[config.mk]
export PLATFORM = sky130hd
export DESIGN_NAME = svng_front
export DESIGN_NICKNAME = d
export VERILOG_FILES = /design/src/rtl/svng_pkg.sv /design/src/rtl/svng_front.sv
export SDC_FILE = /design/constraint.sdc
export NUM_CORES = 1
export LEC_CHECK = 0
export BUFFER_PORTS_ARGS = -buffer_cell sky130_fd_sc_hd__buf_2
export CAP_MARGIN = 25
export CELL_PAD_IN_SITES_DETAIL_PLACEMENT = 2
export CELL_PAD_IN_SITES_GLOBAL_PLACEMENT = 2
export CORE_MARGIN = 10
export CORE_UTILIZATION = 38
export DETAILED_ROUTE_END_ITERATION = 10
export GPL_ROUTABILITY_DRIVEN = 0
export PLACE_DENSITY_LB_ADDON = 0.1
export SYNTH_ARGS = -nofsm -noshare
export SYNTH_HDL_FRONTEND = slang
export SYNTH_SLANG_ARGS = --single-unit
[constraint.sdc]
create_clock -name clk -period 10.41 [get_ports clk]
set_input_delay 0 -clock clk [delete_from_list [all_inputs] [get_ports clk]]
set_output_delay 0 -clock clk [all_outputs]
set_load 0.01 [all_outputs]
[src/rtl/svng_pkg.sv]
// Shared types and constants for the smooth vertex normal generator.
// No dependencies; imported by every module of the block.
package svng_pkg;

  // Request codes
  localparam logic [1:0] REQ_WRITE = 2'd0;
  localparam logic [1:0] REQ_TRI   = 2'd1;
  localparam logic [1:0] REQ_READ  = 2'd2;
  localparam logic [1:0] REQ_CLEAR = 2'd3;

  localparam int IDX_W   = 12;
  localparam int COUNT_W = 13;
  localparam int POS_W   = 32;
  localparam int ACC_W   = 32;
  localparam int NRM_W   = 16;
  localparam int VEC_W   = 64;

  // Classified request as it travels from front to back
  typedef struct packed {
    logic [1:0]              op;
    logic                    err;
    logic [IDX_W-1:0]        vidx;
    logic [IDX_W-1:0]        ca;
    logic [IDX_W-1:0]        cb;
    logic [IDX_W-1:0]        cc;
    logic signed [POS_W-1:0] px;
    logic signed [POS_W-1:0] py;
    logic signed [POS_W-1:0] pz;
  } item_t;

endpackage

[src/rtl/svng_front.sv]
// Front end: index checks against vertex_count and a two-entry request queue.
// Depends on svng_pkg.
module svng_front import svng_pkg::*; #(
  parameter int MAX_VERTICES = 4096
) (
  input  logic                    clk,
  input  logic                    rst,
  input  logic                    push,
  output logic                    full,
  input  logic                    hold,
  input  logic [1:0]              req_type,
  input  logic [IDX_W-1:0]        vtx_index,
  input  logic signed [POS_W-1:0] pos_x,
  input  logic signed [POS_W-1:0] pos_y,
  input  logic signed [POS_W-1:0] pos_z,
  input  logic [IDX_W-1:0]        corner_a,
  input  logic [IDX_W-1:0]        corner_b,
  input  logic [IDX_W-1:0]        corner_c,
  input  logic [COUNT_W-1:0]      vertex_count,
  output logic                    q_valid,
  output item_t                   q_item,
  input  logic                    take
);

  localparam logic [16:0] MAXV = 17'(MAX_VERTICES);

  item_t      entry [2];
  item_t      in_item;
  logic       wp, rp;
  logic [1:0] cnt;
  logic       acc;

  function automatic logic idx_ok(input logic [IDX_W-1:0] i, input logic [COUNT_W-1:0] c);
    return ({1'b0, i} < c) && ({5'd0, i} < MAXV);
  endfunction

  // Classify the incoming request
  always_comb begin
    in_item.op   = req_type;
    in_item.vidx = vtx_index;
    in_item.ca   = corner_a;
    in_item.cb   = corner_b;
    in_item.cc   = corner_c;
    in_item.px   = pos_x;
    in_item.py   = pos_y;
    in_item.pz   = pos_z;
    case (req_type)
      REQ_WRITE, REQ_READ: in_item.err = !idx_ok(vtx_index, vertex_count);
      REQ_TRI: in_item.err = !(idx_ok(corner_a, vertex_count) &&
                               idx_ok(corner_b, vertex_count) &&
                               idx_ok(corner_c, vertex_count));
      default: in_item.err = 1'b0;
    endcase
  end

  assign full    = (cnt == 2'd2) || hold;
  assign acc     = push && !full;
  assign q_valid = (cnt != 2'd0);
  assign q_item  = entry[rp];

  // Queue pointers
  always_ff @(posedge clk) begin
    if (rst) begin
      wp  <= 1'b0;
      rp  <= 1'b0;
      cnt <= 2'd0;
    end else begin
      if (acc) wp <= ~wp;
      if (take) rp <= ~rp;
      case ({acc, take})
        2'b10:   cnt <= cnt + 2'd1;
        2'b01:   cnt <= cnt - 2'd1;
        default: cnt <= cnt;
      endcase
    end
  end

  // Queue storage
  always_ff @(posedge clk) begin
    if (acc) entry[wp] <= in_item;
  end

endmodule

==> results.cfg, run 1 <==
[die]
die_area_um2 = 38500
start_util_pct = 38.5
die_x_um = 196
core_area_um2 = 30700
pin_count = 313
rows = 64
die_y_um = 196

[power_and_ir_drop]
leakage_nw = 6.34
sw_frac_of_total_pct = 23.8
power.share.sequential_pct = 48.0
internal-power_mw = 2.24
power_density_nw_per_um2 = 178
p_clk_share_pct = 38.8
p_switching_mw = 0.698
p_comb_share_pct = 13.2
vdd_drop_max_uv = 95.0

[critical_path]
crit_chain = inv_1 -> a21oi_1 -> nand2_1 -> nor2_4 -> buf_4 -> buf_4
critPathMostFrequentCell = buf_4
crit_type = flip-flop to flip-flop
worst_ep_arrival_time_ns = 2.88
crit_buf_inv = 3
crit_family = buffers and inverters
end_kind = flip-flop
worst-endpoint-required_ns = 10.54
crit_path_max_incr_delay_ns = 0.76
start_kind = flip-flop
crit_fanout = 60
crit_path_top_delay_cell = buf_4

[cts]
root_buffer = clkbuf_16
cts_made_buffers = 34
tritoncts = built
clk_path_buf_depth = 3
post_cts_buffers = 0
clock_latency_ns = 0.50
hold_buffers = 150
cts_resized = 0
htreeDepth = 2
path_clk_slew_ns = 0.06
cts_sinks = 299

[global_route]
grt_max_degree = 79
grt-ovfl-total = 0
grt_pass1_vias = 8739
grt_usage_pct = 19.1
antenna_found_initial = 6
grt_pass1_wl_mm = 56.5

[sta]
hold_viol_final = 0
post-route-period-util_pct = 26.4
setup_viol = 0
max_freq_ghz = 0.363
slew_headroom_pct = 45.2
whs_ns = 0.0149
finalCriticalPeriod_ns = 2.75
skew_ns = 0.0141
worst_slew_pin_slew_ns = 0.822
slew_violations = 0
rsz0062_at_grt = no
fin_tns_setup_ns = 0

[route]
drt-total-wl_mm = 37.5
first_pass_iters = 4
vias_per_cell = 4.89
drt-initial-drc-count = 282
wl_per_cell_um = 24.7
drc_errors = 0
num_vias = 7427
drtAntennaViolNets = 0

[placement]
io_buffer_count = 312
hpwl_mm = 25.1
postPlaceCellArea_um2 = 13800

[logic_synthesis]
yosysSeqAreaShare_pct = 75.6
avgSynthCellArea_um2 = 19.6
netlist_area_um2 = 11800
ys_seq_elements = 299
async_reset_ff_share_pct = 0
yosysWarningCount = 0
syn-instance-count = 603
synth_ff_type = edfxtp_1
synth_edf_count = 294
syn-num-nets = 812
synth_cell_types = 37

[outcome]
outcome = finished, final reports clean

[run]
cap_violations = 0

[layout]
nets = 1303
fin_area_um2 = 16500
layout-drive-gt1-share_pct = 46.9
syn_to_final_growth_pct = 39.8

[hold_path]
hold_class = primary input to flip-flop
[synthesized netlist by cell type (2+ instances only)]
cell | n | area share, %
a21o_1 | 8 | 0.51
a21oi_1 | 18 | 0.76
inv_1 | 13 | 0.41
o21ai_0 | 5 | 0.21
nand2_1 | 5 | 0.16
buf_2 | 15 | 0.64
dfxtp_1 | 5 | 0.85
nor2b_1 | 2 | 0.11
clkinv_1 | 2 | 0.064
nand4_1 | 5 | 0.26
nand2b_1 | 2 | 0.11
edfxtp_1 | 294 | 75
mux2_2 | 147 | 14
and4b_1 | 2 | 0.17
nand3_1 | 2 | 0.085
ha_1 | 45 | 4.8
nand4b_1 | 2 | 0.15
xor2_1 | 2 | 0.15
nor2_1 | 9 | 0.29
a211oi_1 | 2 | 0.13
xnor2_1 | 2 | 0.15
[area by class of cell]
class / count / area (µm²)
Clock inverter: 19 / 158
Sequential cell: 299 / 8930
Inverter: 15 / 56.3
Antenna cell: 6 / 15.0
Clock buffer: 41 / 897
Timing Repair Buffer: 471 / 3200
Fill cell: 2710 / 14200
Multi-Input combinational cell: 273 / 2760
Tap cell: 396 / 495
[worst min-delay path, cell delays in order]
cell and delay, ns:
buf_2 0.08, a21oi_1 0.06, nand2_1 0.17, xor2_1 0.09, nor2_1 0.07
[stage by stage]
| step | worst slack, ns | power, mW | std cells | util, % |
|---|---|---|---|---|
| 2_1_floorplan | 2.92 | 1.62 | 603 | - |
| 3_3_place_gp | 7.42 | 1.75 | 1300 | 45.1 |
| 3_5_place_dp | 7.21 | 1.77 | 1300 | 45.1 |
| 4_1_cts | 7.19 | 2.96 | 1510 | 53.5 |
| 5_1_grt | 7.32 | 3.06 | 1518 | 53.8 |
| 6_report | 7.66 | 2.94 | 1520 | 53.9 |
[registers in the layout, summed over array words and instances, names as in the netlist, named ones only]
| register | cells |
|---|---|
| rp | 1 |
| entry | 294 |
| cnt | 2 |
| wp | 1 |
[layout by cell type, fill, tap and decap left out, types with 2 or more instances in the layout]
cell,synthesis,routed
buf_2,15,312
edfxtp_1,294,294
dlygate4sd3_1,0,150
mux2_2,147,147
ha_1,45,45
clkbuf_16,0,34
a21oi_1,18,18
inv_1,13,13
clkinv_1,2,10
nor2_1,9,8
a21o_1,8,8
diode_2,0,6
nand2_1,5,5
o21ai_0,5,5
nand4_1,5,5
clkbuf_1,1,5
buf_4,0,5
clkinv_2,0,4
dfxtp_1,5,4
clkinvlp_4,0,3
buf_16,0,3
nor2b_1,2,2
and4b_1,2,2
nand4b_1,2,2
nand2b_1,2,2
a211oi_1,2,2
nand3_1,2,2
xnor2_1,2,2
xor2_1,2,2
clkbuf_8,0,2
bufinv_16,0,2
[power by group through the flow]
stage	Combinational, mW	Clock, mW	Sequential (mW)
2_1_floorplan	0.182	0	1.44
3_3_place_gp	0.316	0	1.44
3_5_place_dp	0.330	0	1.44
4_1_cts	0.381	1.16	1.42
5_1_grt	0.423	1.22	1.42
6_report	0.388	1.14	1.41
[per-layer routing]
| layer | vias to the layer above | share of wire [%] | track usage (%) |
|---|---|---|---|
| met2 | 222 | 55 | 36.1 |
| li1 | 3388 | - | - |
| met4 | 0 | 1.7 | 4.21 |
| met5 | - | 0 | 0 |
| met3 | 47 | 4.9 | 4.04 |
| met1 | 3770 | 39 | 21.4 |
[path summary, 6_finish.rpt]
check / start / end / slack [ns] / cells past startpoint
worst max-delay path: cnt[0] / entry[0][82] / 7.66 / 6
worst min-delay path: hold / wp / 0.01 / 5
worst max register to register: cnt[0] / entry[0][82] / 7.66 / 6
worst min register to register: cnt[1] / cnt[1] / 0.53 / 2
[kinds of logic (layout without fill, tap and decap cells)]
family                   after synthesis  after routing  share of synthesized area (%)
flip-flops                           299            299                           75.6
multiplexers                         147            147                           14.0
AO/OA/AOI/OAI                         42             42                           2.45
AND/OR/NAND/NOR                       35             35                           1.74
adder cells (fa/ha/maj)               45             45                           4.77
buffers and inverters                 31            546                           1.14
other                                  0              6                              0
XOR/XNOR                               4              4                          0.297
Power figures use the tool's default switching activity.
==> run 2: changes to the inputs <==
ABC_AREA = 1   (was not set)
CORE_UTILIZATION = 37   (was 38)
clock period = 2.8 ns   (was 10.41 ns; I/O delays follow)
==> results.cfg, run 2 <==
[outcome]
outcome = finished, final reports clean

[placement]
dp_slack_ns = 0.977
dp_cells = 1424
io_buffer_count = 312
hpwl_mm = 25.4

[layout]
nets = 1385
syn_to_final_growth_pct = 38.6
post-route-util_pct = 52.5
fin_cells = 1637
layout-drive-gt1-share_pct = 43.5
final_cell_mix = buf_2, edfxtp_1, dlygate4sd3_1
reg_top3 = entry (294), cnt (2)
layout_commonest_cell = buf_2
largest_reg_flops = 294
regMostFlops = entry

[die]
pin_count = 313
die_x_um = 200
rows = 65
core_area_um2 = 31800
start_util_pct = 37.9
die_area_um2 = 40200
die_y_um = 200

[sta]
slew_headroom_pct = 55.6
layout_setup_ws_ns = 0.331
skew_ns = 0.0207
whs_ns = 0.159
rsz0062_at_grt = no
hold_viol_final = 0
worst_slew_pin_slew_ns = 0.666
post-route-period-util_pct = 88.2
max_freq_ghz = 0.405
finalCriticalPeriod_ns = 2.47
setup_viol = 0
slew_violations = 0

[logic_synthesis]
syn-instance-count = 680
yosys.area.top_type_share_pct = 73.3
synth_top_family_by_area = multiplexers
synth_mux_area_share_pct = 13.7
synthMostInstantiatedCell = edfxtp_1
synth_ff_type = edfxtp_1
synthTopCellsByArea = edfxtp_1, mux2_2, ha_1, nand2_1, buf_6
synth_edf_count = 294
synth_xor_area_share_pct = 0.0727
yosysWarningCount = 0
ys_seq_elements = 299
synth_top_cell_by_area = edfxtp_1
yosysSeqAreaShare_pct = 74.2
synthAdderAreaFrac_pct = 4.68
avgSynthCellArea_um2 = 17.7
netlist_area_um2 = 12000
synth_common_cells = edfxtp_1, mux2_2, nand2_1
synth_cell_types = 21
async_reset_ff_share_pct = 0
synth_compound_area_share_pct = 0.769
syn-num-nets = 889
yosys.area_share.simple_pct = 3.81

[power_and_ir_drop]
p_switching_mw = 2.62
vdd_drop_max_uv = 522
internal-power_mw = 8.05
leakage_nw = 6.55
power_density_nw_per_um2 = 640
sw_frac_of_total_pct = 24.5
fin_total_pwr_mw = 10.7
p_comb_share_pct = 13.2
p_clk_share_pct = 38.1
power.share.sequential_pct = 48.7

[cts]
root_buffer = clkbuf_16
htreeDepth = 2
clock_latency_ns = 0.53
cts_sinks = 299
path_clk_slew_ns = 0.06
cts_made_buffers = 34
tritoncts = built
clk_path_buf_depth = 3

[run]
cap_violations = 0

[route]
drt-initial-drc-count = 306
drtAntennaViolNets = 0
num_vias = 7773
wl_per_cell_um = 23.9
drt-total-wl_mm = 39.1
first_pass_iters = 4
drc_errors = 0
vias_per_cell = 4.75

[critical_path]
worst_ep_arrival_time_ns = 2.61
regToRegStartpoint = cnt[0]
crit_type = flip-flop to flip-flop
crit_start = cnt[0]
end_kind = flip-flop
crit_fanout = 36
worst-endpoint-required_ns = 2.94
start_kind = flip-flop

[global_route]
grt_pass1_vias = 8851
grt_pass1_wl_mm = 58.8
grt_usage_pct = 19.0
grt-ovfl-total = 0
antenna_found_initial = 1
grt_max_degree = 72

[hold_path]
hold_class = primary input to flip-flop
min-delay-start = vertex_count[12]
[run 2: changes by cell type after synthesis, sizes merged, moves of 3 or more]
cell	delta
nor2	+14
a211oi	-3
o21ai	-3
a21o	-8
nand2	+66
inv	+28
nor3	+3
nand3	+7
a21oi	-4
nand4	-3
[run 2: worst max-delay path, stage by stage, from the launching register on]
cell	delay, ns
dfxtp_2	0.36
inv_2	0.06
nand2_2	0.08
nand3_4	0.08
dlygate4sd3_1	0.65
nor2_4	0.31
buf_4	0.53
[run 2: kinds of logic after synthesis]
logic type               Yosys count
multiplexers                     147
buffers and inverters             58
XOR/XNOR                           1
AND/OR/NAND/NOR                  112
AO/OA/AOI/OAI                     18
adder cells (fa/ha/maj)           45
flip-flops                       299
[run 2: timing repair]
| action | CTS | global route |
|---|---|---|
| endpoints found under the hold margin | 304 | 0 |
| setup buffers | 0 | 0 |
| hold buffers | 151 | 0 |
| resized for setup | 0 | 0 |
| endpoints found under the setup margin | 0 | 0 |
[run 2: cell type report]
cell class / instances / area, µm²
multi-input cells: 323 / 2810
well taps: 435 / 544
clock inverters: 14 / 78.8
diodes: 1 / 2.50
flip-flops and latches: 299 / 8930
fillers: 2952 / 15100
inverters: 42 / 158
clock buffers: 47 / 900
repair buffers: 476 / 3260
[run 2: power groups by stage]
stage / Combinational (mW) / Clock [mW] / Sequential [mW]
6_report: 1.41 / 4.06 / 5.20
5_1_grt: 1.54 / 4.36 / 5.22
4_1_cts: 1.41 / 4.13 / 5.20
3_5_place_dp: 1.22 / 0 / 5.29
3_3_place_gp: 1.19 / 0 / 5.28
2_1_floorplan: 0.680 / 0 / 5.26
[run 2: per-layer routing]
layer / share of wire [%] / up-vias / track usage, %
li1: - / 3556 / -
met1: 41 / 3949 / 22.4
met2: 53 / 223 / 34.6
met3: 5.1 / 45 / 4.19
met4: 1.6 / 0 / 4.22
met5: 0 / - / 0
[run 2: worst paths after layout]
| check | endpoint | slack, ns | cells past startpoint |
|---|---|---|---|
| max | entry[0][20] | 0.33 | 6 |
| max reg2reg | entry[0][20] | 0.33 | 6 |
| min reg2reg | rp | 0.53 | 2 |
| min | entry[0][144] | 0.16 | 6 |
[run 2: per-stage QoR]
step | setup TNS (ns) | instance area [µm²]
after CTS | 0 | 16700
after global placement | 0 | 14200
after global routing | 0 | 16700
after detailed placement | 0 | 14200
final | 0 | 16700
after floorplan | -113.03 | 12100
